[src/hdl/tct_pkg.sv]
// shared types, codes and character tables for the text case transform
// no dependencies; imported by tct_xform and text_case_transform
package tct_pkg;

    // operation codes held in the mode register
    localparam logic [2:0] MODE_UPPER    = 3'd0;
    localparam logic [2:0] MODE_LOWER    = 3'd1;
    localparam logic [2:0] MODE_SIMPLIFY = 3'd2;
    localparam logic [2:0] MODE_WORDS    = 3'd3;
    localparam logic [2:0] MODE_FIRST    = 3'd4;

    // punctuation that decides word starts
    localparam logic [7:0] CH_SPACE = 8'h20;
    localparam logic [7:0] CH_QUOTE = 8'h22;
    localparam logic [7:0] CH_APOS  = 8'h27;
    localparam logic [7:0] CH_COMMA = 8'h2C;

    // cyrillic yo in the 1251 positions
    localparam logic [7:0] CH_YO_UP  = 8'hA8;
    localparam logic [7:0] CH_YO_LOW = 8'hB8;

    // position count saturates here
    localparam logic [1:0] POS_MAX = 2'd2;

    // accented pairs in the 437 positions, lower and upper form
    localparam int ACCENT_PAIRS = 8;
    localparam logic [7:0] ACC_LOW [ACCENT_PAIRS] =
        '{8'd129, 8'd164, 8'd132, 8'd134, 8'd130, 8'd148, 8'd135, 8'd145};
    localparam logic [7:0] ACC_UP [ACCENT_PAIRS] =
        '{8'd154, 8'd165, 8'd142, 8'd143, 8'd144, 8'd153, 8'd128, 8'd146};

    // string history kept between characters
    typedef struct packed {
        logic [7:0] prev_one;
        logic [7:0] prev_two;
        logic [1:0] position_count;
        logic       first_word_done;
    } tct_hist_t;

    // latin or cyrillic lower case letter, yo included
    function automatic logic is_lower_letter(input logic [7:0] c);
        return (c >= "a" && c <= "z") || c >= 8'hE0 || c == CH_YO_LOW;
    endfunction

    function automatic logic [7:0] to_upper_plain(input logic [7:0] c);
        logic [7:0] r;
        r = c;
        if ((c >= "a" && c <= "z") || c >= 8'hE0) begin
            r = c - 8'h20;
        end else if (c == CH_YO_LOW) begin
            r = CH_YO_UP;
        end
        return r;
    endfunction

    function automatic logic [7:0] to_lower_plain(input logic [7:0] c);
        logic [7:0] r;
        r = c;
        if ((c >= "A" && c <= "Z") || (c >= 8'hC0 && c <= 8'hDF)) begin
            r = c + 8'h20;
        end else if (c == CH_YO_UP) begin
            r = CH_YO_LOW;
        end
        return r;
    endfunction

    // upper accented form, or the byte itself
    function automatic logic [7:0] accent_up(input logic [7:0] c);
        logic [7:0] r;
        r = c;
        for (int i = 0; i < ACCENT_PAIRS; i++) begin
            if (ACC_LOW[i] == c) begin
                r = ACC_UP[i];
            end
        end
        return r;
    endfunction

    // lower accented form, or the byte itself
    function automatic logic [7:0] accent_down(input logic [7:0] c);
        logic [7:0] r;
        r = c;
        for (int i = 0; i < ACCENT_PAIRS; i++) begin
            if (ACC_UP[i] == c) begin
                r = ACC_LOW[i];
            end
        end
        return r;
    endfunction

    // lower case, then accented letters to plain ascii
    function automatic logic [7:0] simplify_byte(input logic [7:0] c);
        logic [7:0] l;
        logic [7:0] r;
        l = to_lower_plain(c);
        case (l)
            8'd129, 8'd150, 8'd151, 8'd154, 8'd163: r = "u";
            8'd152: r = "y";
            8'd164, 8'd165: r = "n";
            8'd131, 8'd132, 8'd133, 8'd134, 8'd142, 8'd143,
            8'd145, 8'd146, 8'd160: r = "a";
            8'd130, 8'd136, 8'd137, 8'd138, 8'd144: r = "e";
            8'd139, 8'd140, 8'd141, 8'd161: r = "i";
            8'd147, 8'd148, 8'd149, 8'd153, 8'd162: r = "o";
            8'd128, 8'd135: r = "c";
            default: r = l;
        endcase
        return r;
    endfunction

endpackage

[src/hdl/text_case_transform.sv]
// top level of the text case transform: input register, transform, result register
// depends on tct_pkg and tct_xform
//
// Rewrites a byte stream one character per transfer under the mode in the
// configuration register (0 upper, 1 lower, 2 simplify, 3 capitalize words,
// 4 capitalize first word; other codes pass bytes unchanged). The block is a
// two-register pipeline: a character is captured in the input register, mapped
// by the transform as it moves to the result register, and the string history
// (last two output characters, position count, first-word flag) updates in the
// same cycle. One character is accepted every cycle while the result side keeps
// up; each character passes the input register and then the result register
// before its result is offered. last marks the end of a string and clears the
// history after that character. Write the mode only while the block is idle.
module text_case_transform import tct_pkg::*; (
    input  logic       aclk,
    input  logic       aresetn,
    // configuration write channel
    input  logic       cfg_valid,
    output logic       cfg_ready,
    input  logic [2:0] cfg_case_mode,
    // input channel
    input  logic       s_valid,
    output logic       s_ready,
    input  logic [7:0] s_char_in,
    input  logic       s_last_in,
    // result channel
    output logic       m_valid,
    input  logic       m_ready,
    output logic [7:0] m_char_out,
    output logic       m_last_out
);

    logic [2:0] mode_reg;
    logic       in_valid_reg;
    logic [7:0] in_char_reg;
    logic       in_last_reg;
    logic       out_valid_reg;
    logic [7:0] out_char_reg;
    logic       out_last_reg;
    tct_hist_t  hist_reg;
    tct_hist_t  hist_next;
    logic [7:0] char_next;
    logic       advance;

    // handshakes
    assign cfg_ready = 1'b1;
    assign advance   = in_valid_reg && (!out_valid_reg || m_ready);
    assign s_ready   = !in_valid_reg || advance;

    // mode register
    always_ff @(posedge aclk) begin
        if (!aresetn) begin
            mode_reg <= MODE_UPPER;
        end else if (cfg_valid && cfg_ready) begin
            mode_reg <= cfg_case_mode;
        end
    end

    // input register
    always_ff @(posedge aclk) begin
        if (!aresetn) begin
            in_valid_reg <= 1'b0;
        end else if (s_ready) begin
            in_valid_reg <= s_valid;
        end
    end

    always_ff @(posedge aclk) begin
        if (s_valid && s_ready) begin
            in_char_reg <= s_char_in;
            in_last_reg <= s_last_in;
        end
    end

    // character transform
    tct_xform u_xform (
        .char_in   (in_char_reg),
        .last_in   (in_last_reg),
        .case_mode (mode_reg),
        .hist      (hist_reg),
        .char_out  (char_next),
        .hist_next (hist_next)
    );

    // string history advances with each character moved to the result
    always_ff @(posedge aclk) begin
        if (!aresetn) begin
            hist_reg <= '0;
        end else if (advance) begin
            hist_reg <= hist_next;
        end
    end

    // result register
    always_ff @(posedge aclk) begin
        if (!aresetn) begin
            out_valid_reg <= 1'b0;
        end else if (advance) begin
            out_valid_reg <= 1'b1;
        end else if (m_ready) begin
            out_valid_reg <= 1'b0;
        end
    end

    always_ff @(posedge aclk) begin
        if (advance) begin
            out_char_reg <= char_next;
            out_last_reg <= in_last_reg;
        end
    end

    assign m_valid    = out_valid_reg;
    assign m_char_out = out_char_reg;
    assign m_last_out = out_last_reg;

endmodule

[src/hdl/tct_xform.sv]
// per-character transform: maps one byte under the current mode and history
// depends on tct_pkg; instantiated by text_case_transform
module tct_xform import tct_pkg::*; (
    input  logic [7:0] char_in,
    input  logic       last_in,
    input  logic [2:0] case_mode,
    input  tct_hist_t  hist,
    output logic [7:0] char_out,
    output tct_hist_t  hist_next
);

    logic word_start;
    logic done_next;

    // word start from the two-character history
    always_comb begin
        word_start = (hist.position_count == 2'd0)
            || hist.prev_one == CH_SPACE || hist.prev_one == CH_QUOTE
            || (hist.prev_one == CH_APOS && hist.position_count == POS_MAX
                && (hist.prev_two == CH_SPACE || hist.prev_two == CH_COMMA));
    end

    // character mapping per mode
    always_comb begin
        char_out  = char_in;
        done_next = hist.first_word_done;
        case (case_mode)
            MODE_UPPER: begin
                char_out = accent_up(to_upper_plain(char_in));
            end
            MODE_LOWER: begin
                char_out = accent_down(to_lower_plain(char_in));
            end
            MODE_SIMPLIFY: begin
                char_out = simplify_byte(char_in);
            end
            MODE_WORDS: begin
                if (word_start) begin
                    char_out = accent_up(to_upper_plain(char_in));
                end
            end
            MODE_FIRST: begin
                if (!hist.first_word_done && word_start) begin
                    if (is_lower_letter(char_in)) begin
                        char_out = to_upper_plain(char_in);
                    end else begin
                        char_out = accent_up(char_in);
                    end
                    // anything but a space or quote ends the first word
                    if (char_in != CH_SPACE && char_in != CH_QUOTE) begin
                        done_next = 1'b1;
                    end
                end
            end
            default: begin
                char_out = char_in;
            end
        endcase
    end

    // history update, cleared at end of string
    always_comb begin
        if (last_in) begin
            hist_next = '0;
        end else begin
            hist_next.prev_two        = hist.prev_one;
            hist_next.prev_one        = char_out;
            hist_next.position_count  = (hist.position_count < POS_MAX)
                ? hist.position_count + 2'd1 : hist.position_count;
            hist_next.first_word_done = done_next;
        end
    end

endmodule
[config.mk]
export PLATFORM = sky130hd
export DESIGN_NAME = text_case_transform
export DESIGN_NICKNAME = d
export VERILOG_FILES = /design/src/hdl/tct_pkg.sv /design/src/hdl/text_case_transform.sv /design/src/hdl/tct_xform.sv
export SDC_FILE = /design/constraint.sdc
export NUM_CORES = 1
export LEC_CHECK = 0
export ABC_CLOCK_PERIOD_IN_PS = 4000
export BUFFER_PORTS_ARGS = -buffer_cell sky130_fd_sc_hd__buf_2
export CORE_UTILIZATION = 45
export DETAILED_ROUTE_END_ITERATION = 12
export PLACE_DENSITY = 0.62
export SLEW_MARGIN = 20
export SYNTH_ARGS = -nofsm -noshare
export SYNTH_HDL_FRONTEND = slang
export SYNTH_SLANG_ARGS = --single-unit
[constraint.sdc]
create_clock -name aclk -period 4 [get_ports aclk]
set_input_delay 0.2 -clock aclk [delete_from_list [all_inputs] [get_ports aclk]]
set_output_delay 0.2 -clock aclk [all_outputs]
set_load 0.02 [all_outputs]
### Yosys cells after proc, flatten, opt, wreduce, memory -nomap -nowiden

Index checks and enable logic that the tools add are counted.

| storage, ports and cells | value |
|---|---|
| flip-flop bits (word level) | 42 |
| input port bits | 17 |
| output and inout bits | 12 |
| word-level logic and storage cells | 191 |

| operators by class | value |
|---|---|
| add/subtract/negate cells | 3 |
| order comparisons | 8 |
| eq/ne operators | 79 |
| muxes and demuxes | 53 |
| reductions and logical operators | 37 |

Operators with widths:

| operator | count |
|---|---|
| 8-bit two-way mux | 44 |
| 8-bit equality test (second input constant) | 35 |
| 8-bit equality test (first input constant) | 32 |
| 8-bit one-hot mux with 8 select lines | 1 |
| 8-bit by 6-bit equality test with 1-bit output (second input constant) | 5 |
| 8-bit one-hot mux with 5 select lines | 1 |
| 19-bit two-way mux | 1 |
| 8-bit by 7-bit greater-or-equal comparator with 1-bit output (second input constant) | 2 |
| 8-bit greater-or-equal comparator (second input constant) | 2 |
| 8-bit by 7-bit <= comparator with 1-bit output (second input constant) | 2 |
| 8-bit by 6-bit inequality test with 1-bit output (second input constant) | 2 |
| 5-bit OR reduction | 3 |
| 2-bit nonzero test | 5 |
| 1-bit logical AND | 9 |
| 1-bit logical OR | 9 |
| 9-bit OR reduction | 1 |
| 8-bit by 6-bit adder with 8-bit output (second input constant) | 1 |
| 8-bit <= comparator (second input constant) | 1 |
| 8-bit by 6-bit subtractor with 8-bit output (second input constant) | 1 |
| 3-bit by 2-bit equality test with 1-bit output (second input constant) | 2 |
| 1-bit two-way mux | 5 |
| 4-bit AND reduction | 1 |
| 2-bit OR reduction | 2 |
| 4-bit OR reduction | 1 |
| 10 further kinds | 12 |

### Logic depth before layout (Yosys ltp)

| logic depth | value |
|---|---|
| word-level depth | 18 |
| gate-level depth with buffers | 14 |

### By module

Synthesis repeated with hierarchy kept, for this count alone.

| unflattened totals | value |
|---|---|
| cells, all modules | 492 |
| area, all modules | 3748.6 sq um |

Modules (own cells, without submodules):

| module | instances | cells an instance | area each (sq um) |
|---|---|---|---|
| tct_xform | 1 | 371 | 2230.9 |
| text_case_transform | 1 | 121 | 1517.7 |

### Worst setup path before layout

No wires, ideal clock.

| path | value |
|---|---|
| kind | flip-flop to flip-flop |
| start | register in_char_reg[5] |
| end | register out_char_reg[6] (netlist: m_char_out[6]) (data pin) |
| library setup time | 0.260 ns |
| arrival | 3.332 ns |
| required time | 3.740 ns |
| setup slack | 0.409 ns |
| stages on the path, launching flop included | 15 |
| buffers on the path | 3 |
| cells stage by stage | edfxtp_1 -> buf_2 -> buf_1 -> inv_1 -> ha_1 -> nand3b_1 -> nor2_1 -> o221a_1 -> o21a_4 -> a221o_1 -> or4b_1 -> buf_2 -> nand2b_4 -> a221oi_2 -> inv_1 |

| on the way | value |
|---|---|
| cells in the longest elaborated chain, start to end | 17 |

Ends and longest elaborated chain:

| what | line | text |
|---|---|---|
| start, declared | text_case_transform.sv:35 | `logic [7:0] in_char_reg;` |
| start signal, assigned | text_case_transform.sv:70 | `in_char_reg <= s_char_in;` |
| 8-bit by 7-bit greater-or-equal comparator with 1-bit output or 8-bit by 7-bit <= comparator with 1-bit output (tied branches) | tct_pkg.sv:42, tct_pkg.sv:48 |  |
| 1-bit logical AND | tct_pkg.sv:42, tct_pkg.sv:48 |  |
| 1-bit logical OR | tct_pkg.sv:42, tct_pkg.sv:48 |  |
| 8-bit two-way mux | tct_pkg.sv:48 | `if ((c >= "a" && c <= "z") \|\| c >= 8'hE0) begin` |
| 8-bit two-way mux | tct_xform.sv:38 | `if (word_start) begin` |
| 8-bit two-way mux | tct_xform.sv:27 | `case (case_mode)` |
| 8-bit equality test | tct_pkg.sv:72 | `if (ACC_LOW[i] == c) begin` |
| 8-bit two-way mux (8 in a row) | tct_pkg.sv:72 |  |
| 8-bit two-way mux | tct_xform.sv:38 |  |
| 8-bit one-hot mux with 5 select lines * | tct_xform.sv:27 |  |
| via char_next[6] | text_case_transform.sv:42 | `logic [7:0] char_next;` |
| end signal, assigned | text_case_transform.sv:107 | `out_char_reg <= char_next;` |
| end, declared | text_case_transform.sv:38 | `logic [7:0] out_char_reg;` |

Mark *: on every way through the listed nets, which the timed path passes. The rest lies on a longest branch. The select of a mux whose other input is x is not followed.
A chain may end at the register's enable or synchronous reset.

### Worst setup path in the final report

| path | value |
|---|---|
| start | register in_char_reg[1] |
| end | register out_char_reg[6] (netlist: m_char_out[6]) (data pin) |

Same word-level chain as after synthesis.

==> results.sh <==
export IMPL_final_cell_mix="nor2_1 (57), a21oi_1 (49), nand2_1 (29)"
export IMPL_min_period_ns=3.60
export IMPL_cp_required_ns=4.05
export IMPL_top_layer="met4"
export IMPL_met3_wirelength_um=984
export IMPL_cts_tree="built"
export IMPL_fill_cells=783
export IMPL_io_pins=29
export IMPL_endpoint_kind="register"
export IMPL_relSlewSlack_pct=41.7
export IMPL_yosys_warnings=0
export IMPL_grt_pass1_vias=3657
export IMPL_dp_slack_ns=0.453
export IMPL_r2r_slack_ns=0.40
export IMPL_tightest_slew_ns=0.868
export IMPL_p_per_area_mw_per_mm2=279
export IMPL_status="finished clean"
export IMPL_cts_sinks=42
export IMPL_cp_endpoint="m_char_out[6]"
export IMPL_clock_latency_ns=0.29
export IMPL_cpLargestDelayFamily="compound AO/OA/AOI/OAI gates"
export IMPL_h_tree_depth=2
export IMPL_r2r_start="in_char_reg[1]"
export IMPL_maxCapViolations=0
export IMPL_cp_buffers_inverters=3
export IMPL_first_pass_iters=4
export IMPL_via_per_inst=6.45
export IMPL_num_rows=32
export IMPL_crit_start="in_char_reg[1]"
export IMPL_placed_cells=591
export IMPL_p_leak_nw=1.51
export IMPL_overflow=0
export IMPL_tns_ns=0
export IMPL_hold_violations=0
export IMPL_cpMaxStageDelayCell="or4b_1"
export IMPL_ys_dominant_reg_cell="dfxtp_1"
export IMPL_gp_congestion=0.937
export IMPL_die_x_um=92.8
export IMPL_worstHoldPathType="input port to register"
export IMPL_start_util_pct=47.3
export IMPL_final_common_cell="nor2_1"
export IMPL_worstReg2RegEnd="m_char_out[6]"
export IMPL_crit_type="register to register"
export IMPL_finalSetupViolations=0
export IMPL_wl_met2_um=5000
export IMPL_wl_per_cell_um=19.5
export IMPL_cts_resized=0
export IMPL_cts_path_max_buffers=2
export IMPL_fin_nets=519
export IMPL_synth_nets=506
export IMPL_crit_chain="buf_4 > inv_1 > a2111o_1 > a32o_1 > o22ai_1 > o31a_1 > or4b_1 > nand2b_4 > a221oi_2 > inv_1"
export IMPL_yosysSeqAreaShare_pct=27.5
export IMPL_drive_above_1_share_pct=15.3
export IMPL_crit_top_cell="inv_1"
export IMPL_ir_worst_vdd_mv=0.157
export IMPL_finalPower_mw=1.13
export IMPL_syn_area_per_cell_um2=7.69
export IMPL_postCtsHoldBufs=0
export IMPL_routedLengthMet1_um=5390
export IMPL_area_growth_pct=8.53
export IMPL_wirelength_um=11700
export IMPL_grt_usage_pct=28.5
export IMPL_core_area_mm2=0.00785
export IMPL_fmax_ghz=0.278
export IMPL_clk_pin_slew_ns=0.08
export IMPL_drt_iter0_markers=362
export IMPL_synth_edf_count=18
export IMPL_max_stage_delay_ns=0.66
export IMPL_fin_ws_ns=0.401
export IMPL_synth_seq_cells=42
export IMPL_finClkSkew_ns=0.00982
export IMPL_postLayoutCoreUtil_pct=51.3
export IMPL_grt_pass1_wl_um=19000
export IMPL_ant_nets=0
export IMPL_dp_hpwl_um=8840
export IMPL_synthArstFlopShare_pct=0
export IMPL_instances_no_fill=599
export IMPL_cts_root_buf="clkbuf_8"
export IMPL_antenna_found_initial=0
export IMPL_synthDistinctLibCells=84
export IMPL_cts_buffers=5
export IMPL_slew_viol_final=0
export IMPL_timing_final_crit_share_pct=90.0
export IMPL_die_y_um=92.8
export IMPL_syn_inst=483
export IMPL_critical_path_arrival_ns=3.65
export IMPL_fp_dieArea_mm2=0.00862
export IMPL_synth_area_mm2=0.00371
export IMPL_port_buffers=27
export IMPL_cts_setup_buffers=0
export IMPL_reg2regPathDepth=10
export IMPL_vias=3863
export IMPL_largest_reg_flops=19
export IMPL_grt_setup_unrepaired="false"
export IMPL_antenna_cells=0
export IMPL_route_detailed_drc=0
export IMPL_cp_depth=10
export IMPL_worstPathMaxFanout=20
export IMPL_grt_max_degree=23
export IMPL_startpoint_type="register"
## Yosys cell counts, types with 5 or more instances
| master | instances | area (um2) |
|---|---|---|
| mux2i_1 | 7 | 70.1 |
| o21ai_1 | 6 | 30.0 |
| a32o_1 | 5 | 50.1 |
| clkbuf_1 | 22 | 82.6 |
| dfxtp_1 | 24 | 480 |
| ha_1 | 6 | 75.1 |
| and3_1 | 9 | 56.3 |
| buf_1 | 5 | 18.8 |
| inv_1 | 15 | 56.3 |
| edfxtp_1 | 18 | 541 |
| nand2_1 | 29 | 109 |
| nor2b_1 | 12 | 75.1 |
| buf_2 | 5 | 25.0 |
| nor2_1 | 57 | 214 |
| or2_2 | 6 | 37.5 |
| a31oi_1 | 11 | 68.8 |
| nand4_1 | 9 | 56.3 |
| o21ai_0 | 22 | 110 |
| nand3_1 | 15 | 75.1 |
| o31ai_1 | 7 | 52.6 |
| nand3b_1 | 7 | 52.6 |
| nor3_1 | 15 | 75.1 |
| and2_1 | 7 | 43.8 |
| nand2b_1 | 12 | 75.1 |
| a21oi_1 | 49 | 245 |
## worst register-to-register path, cell delays in order, from the launching register on
cell and delay [ns]:
edfxtp_1 0.62, buf_4 0.31, inv_1 0.39, a2111o_1 0.19, a32o_1 0.19, o22ai_1 0.13, o31a_1 0.31, or4b_1 0.67
nand2b_4 0.21, a221oi_2 0.30, inv_1 0.06
## how the worst min path moves through the flow
stage | from | end | slack (ns) | cells after the start
after floorplan | s_char_in[0] | in_char_reg[0] | 0.30 | 0
after global placement | s_last_in | in_last_reg | 0.38 | 1
after detailed placement | s_char_in[7] | in_char_reg[7] | 0.38 | 1
after CTS | s_last_in | in_last_reg | 0.07 | 1
after global routing | s_last_in | in_last_reg | 0.07 | 1
final | s_last_in | in_last_reg | 0.07 | 1
## layer usage
metal / vias to the layer above / GRT usage [%]
met5: - / 0
met3: 30 / 4.19
li1: 1829 / -
met2: 218 / 43.0
met4: 0 / 9.87
met1: 1786 / 41.0
## power by group
part	switching [mW]	internal (mW)	total, mW
logic	0.204	0.116	0.320
registers	0.0256	0.471	0.497
clock network	0.147	0.162	0.309
total	0.376	0.749	1.13
## stage by stage
step	instance area (um2)	hold WS, ns
2_1_floorplan	3710	0.299
3_3_place_gp	3930	0.376
3_5_place_dp	3930	0.378
4_1_cts	4030	0.0694
5_1_grt	4030	0.0733
6_report	4030	0.0737
## kinds of logic (layout without fill, tap and decap cells)
logic type,count (synthesis),in the layout,synth area share [%]
muxes,8,8,2.29
other,1,1,0.101
DFF,42,42,27.5
buffers and inverters,52,66,6.03
xor gates and xnor gates,6,6,1.42
adders and majority gates,6,6,2.02
AOI/OAI and AO/OA,160,160,29.7
and+or+nand+nor,208,208,31.0
## area by class of cell
cell class / count / area [um2] / area share [%]
multi-input cells: 389 / 2470 / 61.2
flip-flops and latches: 42 / 1020 / 25.3
repair buffers: 43 / 255 / 6.34
well taps: 102 / 128 / 3.17
clock buffers: 8 / 101 / 2.52
inverters: 15 / 56.3 / 1.40
Power figures use the tool's default switching activity.
